**config.mk**
```make
export PLATFORM = sky130hd
export DESIGN_NAME = multi_channel_frame_receiver_flat
export DESIGN_NICKNAME = d
export VERILOG_FILES = /design/src/rtl/mcfr_pkg.sv /design/src/rtl/mcfr_req_if.sv /design/src/rtl/mcfr_rsp_if.sv /design/src/rtl/mcfr_state_mem.sv /design/src/rtl/mcfr_frame_update.sv /design/src/rtl/mcfr_rsp_queue.sv /design/src/rtl/multi_channel_frame_receiver.sv /design/src/flat_wrapper.sv
export SDC_FILE = /design/constraint.sdc
export NUM_CORES = 1
export LEC_CHECK = 0
export BUFFER_PORTS_ARGS = -buffer_cell sky130_fd_sc_hd__buf_2
export CAP_MARGIN = 30
export CORE_ASPECT_RATIO = 1.5
export CORE_MARGIN = 2
export CORE_UTILIZATION = 46
export CTS_CLUSTER_SIZE = 30
export DETAILED_ROUTE_END_ITERATION = 16
export GPL_ROUTABILITY_DRIVEN = 0
export PLACE_DENSITY_LB_ADDON = 0.08
export SETUP_SLACK_MARGIN = 0.3
export SLEW_MARGIN = 20
export SYNTH_ARGS = -nofsm -noshare
export SYNTH_HDL_FRONTEND = slang
export SYNTH_SLANG_ARGS = --single-unit
```
**constraint.sdc**
```tcl
create_clock -name clock -period 14.2 [get_ports clock]
set_clock_uncertainty 0.1 [all_clocks]
set_input_delay 2.84 -clock clock [delete_from_list [all_inputs] [get_ports clock]]
set_output_delay 2.84 -clock clock [all_outputs]
set_load 0.005 [all_outputs]
```
**src/rtl/mcfr_pkg.sv**
```systemverilog
// shared types and constants of the multi-channel frame receiver
`timescale 1ns / 1ps
package mcfr_pkg;

   localparam int CHANNEL_W  = 3;
   localparam int BYTE_W     = 8;
   localparam int WORD_W     = 16;
   localparam int CSR_IDX_W  = 1;

   localparam int DEFAULT_CHANNELS    = 8;
   localparam int DEFAULT_FRAME_LIMIT = 32;

   // the frame may close only once this many bytes are counted
   localparam int MIN_END_COUNT  = 6;
   // header and length-field bytes in front of the payload
   localparam int FRAME_OVERHEAD = 4;

   localparam logic [BYTE_W-1:0] HEADER_FIRST_RESET  = 8'h42;
   localparam logic [BYTE_W-1:0] HEADER_SECOND_RESET = 8'h4D;

   typedef enum logic [CSR_IDX_W-1:0] {
      CSR_HEADER_FIRST  = 1'b0,
      CSR_HEADER_SECOND = 1'b1
   } csr_index_type;

   typedef enum logic [1:0] {
      STATUS_GOOD     = 2'd0,
      STATUS_BAD_SUM  = 2'd1,
      STATUS_OVERFLOW = 2'd2
   } status_type;

   // per-channel framing state apart from the byte count
   typedef struct packed {
      logic              in_frame;
      logic [BYTE_W-1:0] last_byte;
      logic [WORD_W-1:0] length_field;
      logic [WORD_W-1:0] running_sum;
      logic [WORD_W-1:0] trailer_bytes;
   } chan_state_type;

   typedef struct packed {
      logic [CHANNEL_W-1:0] channel_out;
      status_type           status;
      logic [WORD_W-1:0]    payload_length;
      logic [WORD_W-1:0]    computed_sum;
      logic [WORD_W-1:0]    received_sum;
   } result_type;

endpackage

```
**src/rtl/mcfr_req_if.sv**
```systemverilog
// byte channel into the receiver
`timescale 1ns / 1ps
interface mcfr_req_if;
   import mcfr_pkg::*;

   logic                 valid;
   logic                 ready;
   logic [CHANNEL_W-1:0] channel;
   logic [BYTE_W-1:0]    rx_byte;

   modport source (output valid, output channel, output rx_byte, input ready);
   modport sink (input valid, input channel, input rx_byte, output ready);
endinterface

```
**src/rtl/mcfr_rsp_if.sv**
```systemverilog
// frame report channel out of the receiver
`timescale 1ns / 1ps
interface mcfr_rsp_if;
   import mcfr_pkg::*;

   logic                 valid;
   logic                 ready;
   logic [CHANNEL_W-1:0] channel_out;
   logic [1:0]           status;
   logic [WORD_W-1:0]    payload_length;
   logic [WORD_W-1:0]    computed_sum;
   logic [WORD_W-1:0]    received_sum;

   modport source (output valid, output channel_out, output status, output payload_length,
                   output computed_sum, output received_sum, input ready);
   modport sink (input valid, input channel_out, input status, input payload_length,
                 input computed_sum, input received_sum, output ready);
endinterface

```
**src/rtl/mcfr_state_mem.sv**
```systemverilog
// per-channel state memory with registered read and reset-cleared valid bits
`timescale 1ns / 1ps
module mcfr_state_mem #(
   parameter int DEPTH  = 8,
   parameter int ADDR_W = 3,
   parameter int DATA_W = 62
) (
   input  logic              clock,
   input  logic              reset,
   input  logic              rd_en,
   input  logic [ADDR_W-1:0] rd_addr,
   output logic [DATA_W-1:0] rd_data,
   input  logic              wr_en,
   input  logic [ADDR_W-1:0] wr_addr,
   input  logic [DATA_W-1:0] wr_data
);
   logic [DATA_W-1:0] mem [DEPTH];
   logic [DEPTH-1:0]  valid_ff;
   logic [DATA_W-1:0] rd_data_ff;
   logic              rd_valid_ff;

   always_ff @(posedge clock) begin
      if (wr_en) begin
         mem[wr_addr] <= wr_data;
      end
      if (rd_en) begin
         rd_data_ff <= mem[rd_addr];
      end
   end

   always_ff @(posedge clock) begin
      if (reset) begin
         valid_ff    <= '0;
         rd_valid_ff <= 1'b0;
      end else begin
         if (wr_en) begin
            valid_ff[wr_addr] <= 1'b1;
         end
         if (rd_en) begin
            rd_valid_ff <= valid_ff[rd_addr];
         end
      end
   end

   // an entry never written reads as the all-zero reset state
   assign rd_data = rd_valid_ff ? rd_data_ff : '0;
endmodule

```
**src/rtl/mcfr_frame_update.sv**
```systemverilog
// next framing state of one channel and the frame report it may cause
`timescale 1ns / 1ps
module mcfr_frame_update #(
   parameter int FRAME_LIMIT = 32,
   parameter int CNT_W       = 5
) (
   input  mcfr_pkg::chan_state_type    cur_state,
   input  logic [CNT_W-1:0]            cur_count,
   input  logic [mcfr_pkg::BYTE_W-1:0] rx_byte,
   input  logic [mcfr_pkg::BYTE_W-1:0] header_first,
   input  logic [mcfr_pkg::BYTE_W-1:0] header_second,
   output mcfr_pkg::chan_state_type    nxt_state,
   output logic [CNT_W-1:0]            nxt_count,
   output logic                        emit,
   output mcfr_pkg::status_type        status,
   output logic [mcfr_pkg::WORD_W-1:0] payload_length,
   output logic [mcfr_pkg::WORD_W-1:0] computed_sum,
   output logic [mcfr_pkg::WORD_W-1:0] received_sum
);
   import mcfr_pkg::*;

   localparam int CMP_W = WORD_W + 1;
   localparam logic [CNT_W-1:0] LAST_COUNT = CNT_W'(FRAME_LIMIT - 1);

   logic [CNT_W-1:0] count_inc;
   logic [CMP_W-1:0] end_count;

   always_comb begin
      nxt_state      = cur_state;
      nxt_count      = cur_count;
      emit           = 1'b0;
      status         = STATUS_GOOD;
      payload_length = '0;
      computed_sum   = '0;
      received_sum   = '0;
      count_inc      = cur_count + CNT_W'(1);
      end_count      = '0;
      if (!cur_state.in_frame) begin
         // hunting: slide a two-byte window
         if (cur_count == '0) begin
            nxt_count = CNT_W'(1);
         end else begin
            if (cur_state.last_byte == header_first && rx_byte == header_second) begin
               nxt_state.in_frame      = 1'b1;
               nxt_state.running_sum   = '0;
               nxt_state.trailer_bytes = {header_first, header_second};
               nxt_state.length_field  = '0;
            end
            nxt_count = CNT_W'(2);
         end
         nxt_state.last_byte = rx_byte;
      end else begin
         if (cur_count == CNT_W'(2)) begin
            nxt_state.length_field[WORD_W-1:BYTE_W] = rx_byte;
         end else if (cur_count == CNT_W'(3)) begin
            nxt_state.length_field[BYTE_W-1:0] = rx_byte;
         end
         // the older trailer byte leaves the window into the sum
         nxt_state.running_sum = cur_state.running_sum
                               + {{(WORD_W-BYTE_W){1'b0}}, cur_state.trailer_bytes[WORD_W-1:BYTE_W]};
         nxt_state.trailer_bytes = {cur_state.trailer_bytes[BYTE_W-1:0], rx_byte};
         end_count = {1'b0, nxt_state.length_field} + CMP_W'(FRAME_OVERHEAD);
         if (cur_count >= LAST_COUNT) begin
            emit                   = 1'b1;
            status                 = STATUS_OVERFLOW;
            payload_length         = nxt_state.length_field;
            nxt_state.in_frame     = 1'b0;
            nxt_state.length_field = '0;
            nxt_count              = '0;
         end else if (count_inc >= CNT_W'(MIN_END_COUNT) && CMP_W'(count_inc) == end_count) begin
            emit               = 1'b1;
            status             = (nxt_state.running_sum == nxt_state.trailer_bytes)
                               ? STATUS_GOOD : STATUS_BAD_SUM;
            payload_length     = nxt_state.length_field;
            computed_sum       = nxt_state.running_sum;
            received_sum       = nxt_state.trailer_bytes;
            nxt_state.in_frame = 1'b0;
            nxt_count          = '0;
         end else begin
            nxt_count = count_inc;
         end
      end
   end
endmodule

```
**src/rtl/mcfr_rsp_queue.sv**
```systemverilog
// output register with a skid stage for frame reports
`timescale 1ns / 1ps
module mcfr_rsp_queue (
   input  logic                 clock,
   input  logic                 reset,
   input  logic                 push,
   input  mcfr_pkg::result_type push_data,
   output logic                 full,
   mcfr_rsp_if.source           rsp
);
   import mcfr_pkg::*;

   result_type rsp_data_ff;
   result_type skid_data_ff;
   logic       rsp_valid_ff;
   logic       skid_valid_ff;
   logic       rsp_free;

   assign rsp_free = !rsp_valid_ff || rsp.ready;

   always_ff @(posedge clock) begin
      if (reset) begin
         rsp_valid_ff  <= 1'b0;
         skid_valid_ff <= 1'b0;
      end else if (rsp_free) begin
         if (skid_valid_ff) begin
            rsp_valid_ff  <= 1'b1;
            skid_valid_ff <= 1'b0;
         end else begin
            rsp_valid_ff <= push;
         end
      end else if (push) begin
         skid_valid_ff <= 1'b1;
      end
   end

   always_ff @(posedge clock) begin
      if (rsp_free) begin
         rsp_data_ff <= skid_valid_ff ? skid_data_ff : push_data;
      end else if (push) begin
         skid_data_ff <= push_data;
      end
   end

   assign full               = skid_valid_ff;
   assign rsp.valid          = rsp_valid_ff;
   assign rsp.channel_out    = rsp_data_ff.channel_out;
   assign rsp.status         = rsp_data_ff.status;
   assign rsp.payload_length = rsp_data_ff.payload_length;
   assign rsp.computed_sum   = rsp_data_ff.computed_sum;
   assign rsp.received_sum   = rsp_data_ff.received_sum;
endmodule

```
**src/rtl/multi_channel_frame_receiver.sv**
```systemverilog
// top level of the multi-channel frame receiver
`timescale 1ns / 1ps
// Takes one received byte per beat, tagged with its link number, and tracks
// header hunting, length and 16-bit checksum per link in a state memory with
// one entry per link. A byte is read from that memory in the cycle after it is
// taken and its updated entry is written back from the s1 stage; the last entry
// written is forwarded, so bytes of the same link may follow each other in
// consecutive cycles; the block sustains one byte per clock while not stalled.
// A byte that closes or overflows a frame yields a registered report; bytes on
// links at or above CHANNELS are dropped without one. req.ready drops only while
// output register and skid stage both hold reports. The user writes the header
// bytes through the csr port while no byte is in flight, unenforced by the block.
module multi_channel_frame_receiver #(
   parameter int CHANNELS    = mcfr_pkg::DEFAULT_CHANNELS,
   parameter int FRAME_LIMIT = mcfr_pkg::DEFAULT_FRAME_LIMIT
) (
   input  logic                           clock,
   input  logic                           reset,
   mcfr_req_if.sink                       req,
   mcfr_rsp_if.source                     rsp,
   input  logic                           csr_we,
   input  logic [mcfr_pkg::CSR_IDX_W-1:0] csr_index,
   input  logic [mcfr_pkg::BYTE_W-1:0]    csr_wdata
);
   import mcfr_pkg::*;

   localparam int ADDR_W  = (CHANNELS > 1) ? $clog2(CHANNELS) : 1;
   localparam int CNT_W   = $clog2(FRAME_LIMIT);
   localparam int ENTRY_W = CNT_W + $bits(chan_state_type);
   localparam int CHK_W   = (ADDR_W > CHANNEL_W) ? ADDR_W + 1 : CHANNEL_W + 1;

   logic [BYTE_W-1:0]    header_first_ff;
   logic [BYTE_W-1:0]    header_second_ff;

   logic                 stall;
   logic                 fire;
   logic                 in_range;

   logic                 s1_valid_ff;
   logic [CHANNEL_W-1:0] s1_channel_ff;
   logic [BYTE_W-1:0]    s1_byte_ff;

   logic [ENTRY_W-1:0]   rd_entry;
   logic [ENTRY_W-1:0]   cur_entry;
   logic [ENTRY_W-1:0]   nxt_entry;
   logic                 wb_valid_ff;
   logic [ADDR_W-1:0]    wb_addr_ff;
   logic [ENTRY_W-1:0]   wb_entry_ff;
   logic                 wr_en;
   logic [ADDR_W-1:0]    s1_addr;

   chan_state_type       cur_state;
   chan_state_type       nxt_state;
   logic [CNT_W-1:0]     cur_count;
   logic [CNT_W-1:0]     nxt_count;
   logic                 emit;
   status_type           status;
   logic [WORD_W-1:0]    payload_length;
   logic [WORD_W-1:0]    computed_sum;
   logic [WORD_W-1:0]    received_sum;
   result_type           result;

   always_ff @(posedge clock) begin
      if (reset) begin
         header_first_ff  <= HEADER_FIRST_RESET;
         header_second_ff <= HEADER_SECOND_RESET;
      end else if (csr_we) begin
         case (csr_index)
            CSR_HEADER_FIRST: begin
               header_first_ff <= csr_wdata;
            end
            CSR_HEADER_SECOND: begin
               header_second_ff <= csr_wdata;
            end
            default: begin
               header_first_ff <= header_first_ff;
            end
         endcase
      end
   end

   assign req.ready = !stall;
   assign fire      = req.valid && !stall;
   assign in_range  = CHK_W'(req.channel) < CHK_W'(CHANNELS);

   always_ff @(posedge clock) begin
      if (reset) begin
         s1_valid_ff <= 1'b0;
      end else if (!stall) begin
         s1_valid_ff <= fire && in_range;
      end
   end

   always_ff @(posedge clock) begin
      if (!stall) begin
         s1_channel_ff <= req.channel;
         s1_byte_ff    <= req.rx_byte;
      end
   end

   mcfr_state_mem #(
      .DEPTH  (CHANNELS),
      .ADDR_W (ADDR_W),
      .DATA_W (ENTRY_W)
   ) u_state_mem (
      .clock   (clock),
      .reset   (reset),
      .rd_en   (!stall),
      .rd_addr (ADDR_W'(req.channel)),
      .rd_data (rd_entry),
      .wr_en   (wr_en),
      .wr_addr (s1_addr),
      .wr_data (nxt_entry)
   );

   assign s1_addr = ADDR_W'(s1_channel_ff);
   assign wr_en   = s1_valid_ff && !stall;

   // the entry written last cycle is not yet visible in the read data
   assign cur_entry = (wb_valid_ff && wb_addr_ff == s1_addr) ? wb_entry_ff : rd_entry;
   assign cur_count = cur_entry[ENTRY_W-1 -: CNT_W];
   assign cur_state = cur_entry[$bits(chan_state_type)-1:0];
   assign nxt_entry = {nxt_count, nxt_state};

   always_ff @(posedge clock) begin
      if (reset) begin
         wb_valid_ff <= 1'b0;
      end else if (wr_en) begin
         wb_valid_ff <= 1'b1;
      end
   end

   always_ff @(posedge clock) begin
      if (wr_en) begin
         wb_addr_ff  <= s1_addr;
         wb_entry_ff <= nxt_entry;
      end
   end

   mcfr_frame_update #(
      .FRAME_LIMIT (FRAME_LIMIT),
      .CNT_W       (CNT_W)
   ) u_frame_update (
      .cur_state      (cur_state),
      .cur_count      (cur_count),
      .rx_byte        (s1_byte_ff),
      .header_first   (header_first_ff),
      .header_second  (header_second_ff),
      .nxt_state      (nxt_state),
      .nxt_count      (nxt_count),
      .emit           (emit),
      .status         (status),
      .payload_length (payload_length),
      .computed_sum   (computed_sum),
      .received_sum   (received_sum)
   );

   always_comb begin
      result.channel_out    = s1_channel_ff;
      result.status         = status;
      result.payload_length = payload_length;
      result.computed_sum   = computed_sum;
      result.received_sum   = received_sum;
   end

   mcfr_rsp_queue u_rsp_queue (
      .clock     (clock),
      .reset     (reset),
      .push      (wr_en && emit),
      .push_data (result),
      .full      (stall),
      .rsp       (rsp)
   );
endmodule

```
**src/flat_wrapper.sv**
```systemverilog
// flat-port wrapper written by rule: the top's interface ports become plain ports
module multi_channel_frame_receiver_flat import mcfr_pkg::*;
#(
   parameter int CHANNELS    = mcfr_pkg::DEFAULT_CHANNELS,
   parameter int FRAME_LIMIT = mcfr_pkg::DEFAULT_FRAME_LIMIT
)
  (clock, reset, csr_we, csr_index, csr_wdata, req_valid, req_channel, req_rx_byte, req_ready, rsp_valid, rsp_channel_out, rsp_status, rsp_payload_length, rsp_computed_sum, rsp_received_sum, rsp_ready);
  mcfr_req_if req_i ();
  mcfr_rsp_if rsp_i ();
  input  logic clock;
  input  logic reset;
  input  logic csr_we;
  input  logic [mcfr_pkg::CSR_IDX_W-1:0] csr_index;
  input  logic [mcfr_pkg::BYTE_W-1:0] csr_wdata;
  input wire logic [$bits(req_i.valid)-1:0] req_valid;
  input wire logic [$bits(req_i.channel)-1:0] req_channel;
  input wire logic [$bits(req_i.rx_byte)-1:0] req_rx_byte;
  output wire logic [$bits(req_i.ready)-1:0] req_ready;
  output wire logic [$bits(rsp_i.valid)-1:0] rsp_valid;
  output wire logic [$bits(rsp_i.channel_out)-1:0] rsp_channel_out;
  output wire logic [$bits(rsp_i.status)-1:0] rsp_status;
  output wire logic [$bits(rsp_i.payload_length)-1:0] rsp_payload_length;
  output wire logic [$bits(rsp_i.computed_sum)-1:0] rsp_computed_sum;
  output wire logic [$bits(rsp_i.received_sum)-1:0] rsp_received_sum;
  input wire logic [$bits(rsp_i.ready)-1:0] rsp_ready;
  assign req_i.valid = req_valid;
  assign req_i.channel = req_channel;
  assign req_i.rx_byte = req_rx_byte;
  assign req_ready = req_i.ready;
  assign rsp_valid = rsp_i.valid;
  assign rsp_channel_out = rsp_i.channel_out;
  assign rsp_status = rsp_i.status;
  assign rsp_payload_length = rsp_i.payload_length;
  assign rsp_computed_sum = rsp_i.computed_sum;
  assign rsp_received_sum = rsp_i.received_sum;
  assign rsp_i.ready = rsp_ready;
  multi_channel_frame_receiver #(.CHANNELS(CHANNELS), .FRAME_LIMIT(FRAME_LIMIT)) u_core (.clock(clock), .reset(reset), .req(req_i), .rsp(rsp_i), .csr_we(csr_we), .csr_index(csr_index), .csr_wdata(csr_wdata));
endmodule
```
==> parameters.txt, run 1 <==
Parameter                              Value

Outcome
  Run status    finished clean

Finish
  Final #Nets    2017
  Final core occ    52.5%
  Layout area overhead    13.0%
  Design Area, Final    35700 sq um
  Layout cell share with drive strength beyond 1    between 20% and 30%
  Number of standard cells in the final layout excluding fillers    2929
  Ant diodes    0

Floorplanning
  Width of the chip    approximately 220 microns
  Standard cell core area    a little under 70000 sq um
  Standard-cell rows    117
  Die outline area    approximately 70000 sq um
  Top-level I/O count    80
  Die height    325 microns
  Initial core utilization    46.5%

Clocking
  Clock Path Buffers    3
  Cells resized by post-CTS repair    0
  Number of buffers inserted during clock tree synthesis    73
  Clock transition at the registers of the reported paths    0.07 ns
  TritonCTS clock tree    done
  Number of H-tree levels    3
  Clock insertion delay at the later pin of the skew report    0.64 ns
  Clock sink count    769
  Setup Fix Bufs, Post-CTS    0
  Number of hold-repair buffers added at the cts stage    0
  Clock Root Buffer    sky130_fd_sc_hd__clkbuf_16

Detailed routing
  Via count of the routed design    ~17000
  Number of iterations in the first detailed-routing pass    5
  Via/cell ratio    5.79
  Detailed router's first-iteration violation count    1409
  Number of nets still failing antenna checks after routing    0
  Final routed DRC violation total    0
  Wire length after detailed routing    78.6 mm
  Post-DR wirelength/cell    26.8 microns

Worst setup path
  WP data arrival    between 6 and 7 ns
  Type of the worst setup path    flop to flop
  Startpoint kind of the worst setup timing path    flop
  Required time reported for the critical path endpoint    14.38 ns
  Critical-path maximum fanout    53
  Sort of element at the end of the critical path    flop

Yosys
  Most used DFF post-synth    sky130_fd_sc_hd__edfxtp_1
  Number of enable-type register cells in the synthesized netlist    740
  Proportion of synthesized chip area in sequential cells    72.2%
  Fraction of post-synthesis cell area in the top cell type by area    70.4%
  Top post-synthesis cells by count    740 x sky130_fd_sc_hd__edfxtp_1, 169 x sky130_fd_sc_hd__nand2_1, 126 x sky130_fd_sc_hd__mux4_2, 101 x sky130_fd_sc_hd__nor2_1, 80 x sky130_fd_sc_hd__clkbuf_1
  Post-synthesis register bit count    ~770
  Number of warning messages in the yosys log    0
  Proportion of register bits with asynchronous set or reset after synthesis    0%
  Top post-synthesis cells by area    sky130_fd_sc_hd__edfxtp_1 70%, sky130_fd_sc_hd__mux4_2 9.0%, sky130_fd_sc_hd__mux2_2 2.7%, sky130_fd_sc_hd__nand2_1 2.0%, sky130_fd_sc_hd__dfxtp_1 1.8%
  Library cells used by synthesis    63
  Cell type with the largest total area after synthesis    sky130_fd_sc_hd__edfxtp_1
  Total nets after synthesis    1911
  Mapped Avg Cell Area    16.9 sq um
  Most frequently used cell type in the post-synthesis netlist    sky130_fd_sc_hd__edfxtp_1
  Area of the mapped netlist    between 30000 and 40000 sq um
  Cell count after synthesis    1873

Pwr
  Cell leakage power    12.3 nW
  Maximum resistive drop on vdd    slightly below 0.08 mV
  PwrDens    133 nW/um^2

STA
  Worst path setup slack after routing    around 7.4 ns
  Sum of negative setup slack    0 ns
  Count of final hold-check violations    0
  Max-slew headroom at the worst pin    between 30% and 40%
  Final number of setup-violating endpoints    0
  Achievable clock frequency    approximately 150 MHz
  Final critical-path share of the clock period    47.8%
  Fin crit period    6.78 ns
  Tightest Pin Transition    1.02 ns
  Fin. max-slew vios    0
  Unrepaired setup endpoints after global routing    false

GRT
  Remaining global-route overflow    0
  Maximum number of pins on one net before global-route repair    96
  Number of antenna violations at the first check in global routing    3
  Number of global-route vias before repair    17500
  Wire length of the first global-routing pass    117 mm
  GRT Overall Usage    22.6%

Placement
  Number of buffer cells added on primary ports    79
  Area post-placement    around 33000 sq um
  Setup slack after placement    7.49 ns
  DP HPWL    48.1 mm
  Dpl cells    2780

Worst hold path
  Hold/Removal Path Class    flop to flop

Flow run
  Max Cap Viol    0
[layout make-up]
| class | instances | area [sq um] |
|---|---|---|
| repair buffers | 145 | 931 |
| multi-input cells | 958 | 8260 |
| clock buffers | 94 | 1930 |
| well taps | 892 | 1120 |
| fillers | 5527 | 32300 |
| clock inverters | 39 | 493 |
| flip-flops and latches | 769 | 22800 |
| inverters | 32 | 123 |
[worst paths after layout]
check / start / endpoint / slack [ns] / cells after the start
min: u_core.u_state_mem.valid_ff[6]$_SDFFE_PP0P_ / u_core.u_state_mem.valid_ff[6]$_SDFFE_PP0P_ / 0.37 / 1
min reg2reg: u_core.u_state_mem.valid_ff[6]$_SDFFE_PP0P_ / u_core.u_state_mem.valid_ff[6]$_SDFFE_PP0P_ / 0.37 / 1
max: u_core.s1_addr[2]$_DFFE_PN_ / u_core.u_rsp_queue.skid_data_ff[6]$_DFFE_PP_ / 7.42 / 20
max reg2reg: u_core.s1_addr[2]$_DFFE_PN_ / u_core.u_rsp_queue.skid_data_ff[6]$_DFFE_PP_ / 7.42 / 20
[cells in the final DEF, fill, tap and decap left out, types with 31 or more instances in the layout]
cell | synthesis | routed
sky130_fd_sc_hd__o31ai_1 | 46 | 45
sky130_fd_sc_hd__edfxtp_1 | 740 | 740
sky130_fd_sc_hd__mux2_2 | 77 | 77
sky130_fd_sc_hd__nand2_1 | 169 | 169
sky130_fd_sc_hd__nand3_1 | 69 | 68
sky130_fd_sc_hd__o21ai_0 | 48 | 46
sky130_fd_sc_hd__xnor2_1 | 48 | 48
sky130_fd_sc_hd__a21oi_1 | 64 | 64
sky130_fd_sc_hd__buf_4 | 0 | 46
sky130_fd_sc_hd__mux4_2 | 126 | 126
sky130_fd_sc_hd__clkbuf_16 | 0 | 74
sky130_fd_sc_hd__buf_2 | 14 | 90
sky130_fd_sc_hd__inv_1 | 32 | 31
sky130_fd_sc_hd__nor2_1 | 101 | 94
[power breakdown]
group	total [W]	switching [W]	internal, W
sequential	0.00254	0.0000228	0.00252
clock	0.00200	0.000849	0.00115
combinational	0.000192	0.000115	0.0000773
[sequential cells by signal, summed over array words and instances (netlist names), 2 cells and up]
signal,cells
u_core.u_state_mem.mem,496
u_core.u_state_mem.rd_data_ff,62
u_core.wb_entry_ff,62
u_core.u_rsp_queue.skid_data_ff,53
u_core.u_rsp_queue.rsp.computed_sum,16
u_core.u_rsp_queue.rsp.payload_length,16
u_core.u_rsp_queue.rsp.received_sum,16
u_core.header_first_ff,8
u_core.header_second_ff,8
u_core.s1_byte_ff,8
u_core.u_state_mem.valid_ff,8
u_core.s1_addr,3
u_core.u_rsp_queue.rsp.channel_out,3
u_core.wb_addr_ff,3
u_core.u_rsp_queue.rsp.status,2
[cell families (layout without fill, tap and decap cells)]
logic type / Yosys count / in the layout / synth area share, %
XOR/XNOR: 61 / 61 / 1.69
AO/OA/AOI/OAI: 213 / 213 / 4.53
flip-flops: 769 / 769 / 72.2
multiplexers: 234 / 234 / 12.7
AND/OR/NAND/NOR: 437 / 437 / 6.33
buffers and inverters: 146 / 310 / 1.92
adder cells (fa/ha/maj): 13 / 13 / 0.539
[per-stage QoR]
| stage | power (W) | hold WS [ns] |
|---|---|---|
| 5_1_grt | 0.00487 | 0.388 |
| 2_1_floorplan | 0.00271 | 0.335 |
| 6_report | 0.00473 | 0.371 |
| 3_5_place_dp | 0.00279 | 0.354 |
| 3_3_place_gp | 0.00278 | 0.343 |
| 4_1_cts | 0.00478 | 0.370 |
[critical path: stages, from the launching register on]
cell and delay, ns:
sky130_fd_sc_hd__edfxtp_1 0.52, sky130_fd_sc_hd__xnor2_1 0.38, sky130_fd_sc_hd__and4_2 0.52, sky130_fd_sc_hd__buf_4 0.61, sky130_fd_sc_hd__nand2_1 0.11, sky130_fd_sc_hd__o21a_1 0.16, sky130_fd_sc_hd__ha_1 0.24, sky130_fd_sc_hd__and4b_1 0.30
sky130_fd_sc_hd__and2_1 0.21, sky130_fd_sc_hd__mux2i_1 0.09, sky130_fd_sc_hd__buf_4 0.22, sky130_fd_sc_hd__o21ai_0 0.39, sky130_fd_sc_hd__inv_1 0.09, sky130_fd_sc_hd__ha_1 0.33, sky130_fd_sc_hd__or3b_2 0.46, sky130_fd_sc_hd__and3_1 0.19
sky130_fd_sc_hd__nor3_1 0.25, sky130_fd_sc_hd__nand4_1 0.15, sky130_fd_sc_hd__a21o_1 0.23, sky130_fd_sc_hd__nor4_2 0.25, sky130_fd_sc_hd__buf_4 0.51
[metal layers]
metal / vias to the layer above / part of all wire, % / GRT usage [%]
li1: 7517 / - / -
met1: 8893 / 40 / 28.3
met2: 436 / 53 / 40.1
met3: 119 / 4.2 / 2.88
met4: 4 / 2.7 / 7.97
met5: - / 0.031 / 0
No activity file was read; power rests on OpenSTA's default activity.
==> inputs of run 2 (changes only) <==
- clock period: 14.2 -> 6.2 ns (I/O delays scaled with it)
==> run 2 against run 1 <==
Against the previous run: critical path depth down 3; hold slack worse by 0.0026 ns; worst setup slack worse by 6.5 ns; clock-buffer cell count up 1; non-clock buffer count up 14; combinational power up 130%; die area unchanged; sequential share of layout area down 0.40 points; power up 130%; core utilization up 0.33 points; clock power up 130%.
==> parameters.txt, run 2 (same netlist as run 1, synthesis figures left out) <==
Parameter                              Value

Clocking
  Clock insertion delay at the later pin of the skew report    0.63 ns
  Clock sink count    769
  Clock transition at the registers of the reported paths    ~0.060 ns
  Clock Path Buffers    3
  Setup Fix Bufs, Post-CTS    0
  Number of hold-repair buffers added at the cts stage    0
  Clock Root Buffer    sky130_fd_sc_hd__clkbuf_16
  TritonCTS clock tree    done
  Number of H-tree levels    3
  Cells resized by post-CTS repair    0
  Number of buffers inserted during clock tree synthesis    75

Detailed routing
  Number of nets still failing antenna checks after routing    0
  Via count of the routed design    17000
  Number of iterations in the first detailed-routing pass    6
  Detailed router's first-iteration violation count    1495
  Final routed DRC violation total    0
  Wire length after detailed routing    77.8 mm
  Post-DR wirelength/cell    26.4 microns
  Via/cell ratio    5.79

Finish
  Layout area overhead    13.7%
  Final core occ    a little over half
  Design Area, Final    35900 sq um
  Register ranked first by flip-flop count    u_core.u_state_mem.mem
  Final #Nets    between 2000 and 2500
  Layout cell share with drive strength beyond 1    around a quarter
  Top flop regs    u_core.u_state_mem.mem x496, u_core.u_state_mem.rd_data_ff x62, u_core.wb_entry_ff x62
  Most used cells in the layout excluding fill and tap cells    740 x sky130_fd_sc_hd__edfxtp_1, 169 x sky130_fd_sc_hd__nand2_1, 126 x sky130_fd_sc_hd__mux4_2, 94 x sky130_fd_sc_hd__nor2_1, 88 x sky130_fd_sc_hd__buf_2
  Number of standard cells in the final layout excluding fillers    ~2900
  Ant diodes    0
  Flip-flop count of the largest register, all copies and words added    496
  Number of fillers in the final layout    approximately 5600
  Leading cell type in the layout, fill and taps excluded    sky130_fd_sc_hd__edfxtp_1

STA
  Count of final hold-check violations    0
  Final number of setup-violating endpoints    0
  Final critical-path share of the clock period    86.0%
  Unrepaired setup endpoints after global routing    false
  Achievable clock frequency    188 MHz
  Max-slew headroom at the worst pin    33.2%
  Tightest Pin Transition    approximately 1.0 ns
  Fin crit period    about 5.3 ns
  Fin. max-slew vios    0

Worst setup path
  Timing startpoint of the critical path    u_core.s1_addr[2]$_DFFE_PN_
  Sort of element at the end of the critical path    flop
  RR Startpoint    u_core.s1_addr[2]$_DFFE_PN_
  WP data arrival    roughly 5.5 ns
  Critical-path maximum fanout    33
  Ordered cell list for the critical path    xnor2_2, and4_2, o21a_1, ha_2, and4b_1, and2_4, mux2i_4, mux2_4, inv_2, ha_4, nand3_1, nor4_1, a2bb2oi_1, nand4_1, a21o_1, nor4_2, buf_4
  Worst path slowest cell    sky130_fd_sc_hd__edfxtp_1
  Startpoint kind of the worst setup timing path    flop
  Number of buffers and inverters on the critical path    2
  Slowest stage delay, CP    0.54 ns
  Required time reported for the critical path endpoint    6.37 ns
  Type of the worst setup path    flop to flop
  Kind of cell with the highest combined delay on the critical path    simple AND/OR/NAND/NOR gates

Flow run
  Max Cap Viol    0

Placement
  Dpl cells    around 2800
  DP HPWL    48.4 mm
  Number of buffer cells added on primary ports    79
  Area post-placement    33400 sq um

GRT
  Maximum number of pins on one net before global-route repair    69
  GRT Overall Usage    between 20% and 30%
  Wire length of the first global-routing pass    115 mm
  Number of antenna violations at the first check in global routing    1
  Number of global-route vias before repair    17400
  Remaining global-route overflow    0

Floorplanning
  Standard cell core area    67900 sq um
  Die height    325 microns
  Die outline area    around 71000 sq um
  Initial core utilization    between 40% and 50%
  Top-level I/O count    80
  Width of the chip    218 microns
  Standard-cell rows    117

Pwr
  Cell leakage power    12.4 nW
  Logic pwr share    4.1%
  Sequential Power Share    54.0%
  PwrDens    300 nW/um^2
  Maximum resistive drop on vdd    between 0.15 and 0.2 mV
  Part of the total power dissipated in the clock network    41.8%
  Switching component of the power    about 0.0022 W
  Net Sw Frac    20.7%
  Internal power summed over all cells    0.00855 W

Outcome
  Run status    finished clean

Worst hold path
  Critical hold path startpoint    u_core.u_state_mem.valid_ff[6]$_SDFFE_PP0P_
  Hold/Removal Path Class    flop to flop
==> run 2: path summary, 6_finish.rpt <==
kind | cells past startpoint | to | slack (ns)
hold reg to reg | 1 | u_core.u_state_mem.valid_ff[6]$_SDFFE_PP0P_ | 0.37
hold / removal | 1 | u_core.u_state_mem.valid_ff[6]$_SDFFE_PP0P_ | 0.37
setup / recovery | 17 | u_core.u_rsp_queue.skid_data_ff[6]$_DFFE_PP_ | 0.87
setup reg to reg | 17 | u_core.u_rsp_queue.skid_data_ff[6]$_DFFE_PP_ | 0.87
==> run 2: layer usage <==
metal | global-route usage (%) | vias to the layer above | wire (microns)
met2 | 38.6 | 508 | 40200
met3 | 2.78 | 121 | 3730
met4 | 8.30 | 0 | 2300
met5 | 0 | - | 0
met1 | 29.1 | 8866 | 31600
li1 | - | 7539 | -
==> run 2: final cells by class <==
type | count | area [sq um] | share of cell area (%)
clock buffers | 95 | 2090 | 5.82
flip-flops and latches | 769 | 22800 | 63.6
repair buffers | 159 | 1080 | 3.01
inverters | 32 | 123 | 0.342
multi-input cells | 958 | 8340 | 23.2
well taps | 892 | 1120 | 3.11
clock inverters | 39 | 325 | 0.907
==> run 2: power by group through the flow <==
stage / sequential, W / combinational (W) / clock, W
final: 0.00583 / 0.000446 / 0.00451
after floorplan: 0.00591 / 0.000308 / 0
after CTS: 0.00583 / 0.000454 / 0.00461
after global routing: 0.00583 / 0.000484 / 0.00480
after detailed placement: 0.00594 / 0.000453 / 0
after global placement: 0.00594 / 0.000444 / 0
==> run 2: through the flow <==
stage	hold slack, ns	setup WS [ns]	TNS (ns)	power [W]
detailed placement	0.350	0.941	0	0.00639
CTS	0.364	0.898	0	0.0109
global placement	0.343	1.02	0	0.00638
global route	0.374	0.456	0	0.0111
floorplan	0.335	-3.55	-354.98	0.00622
finish	0.368	0.869	0	0.0108
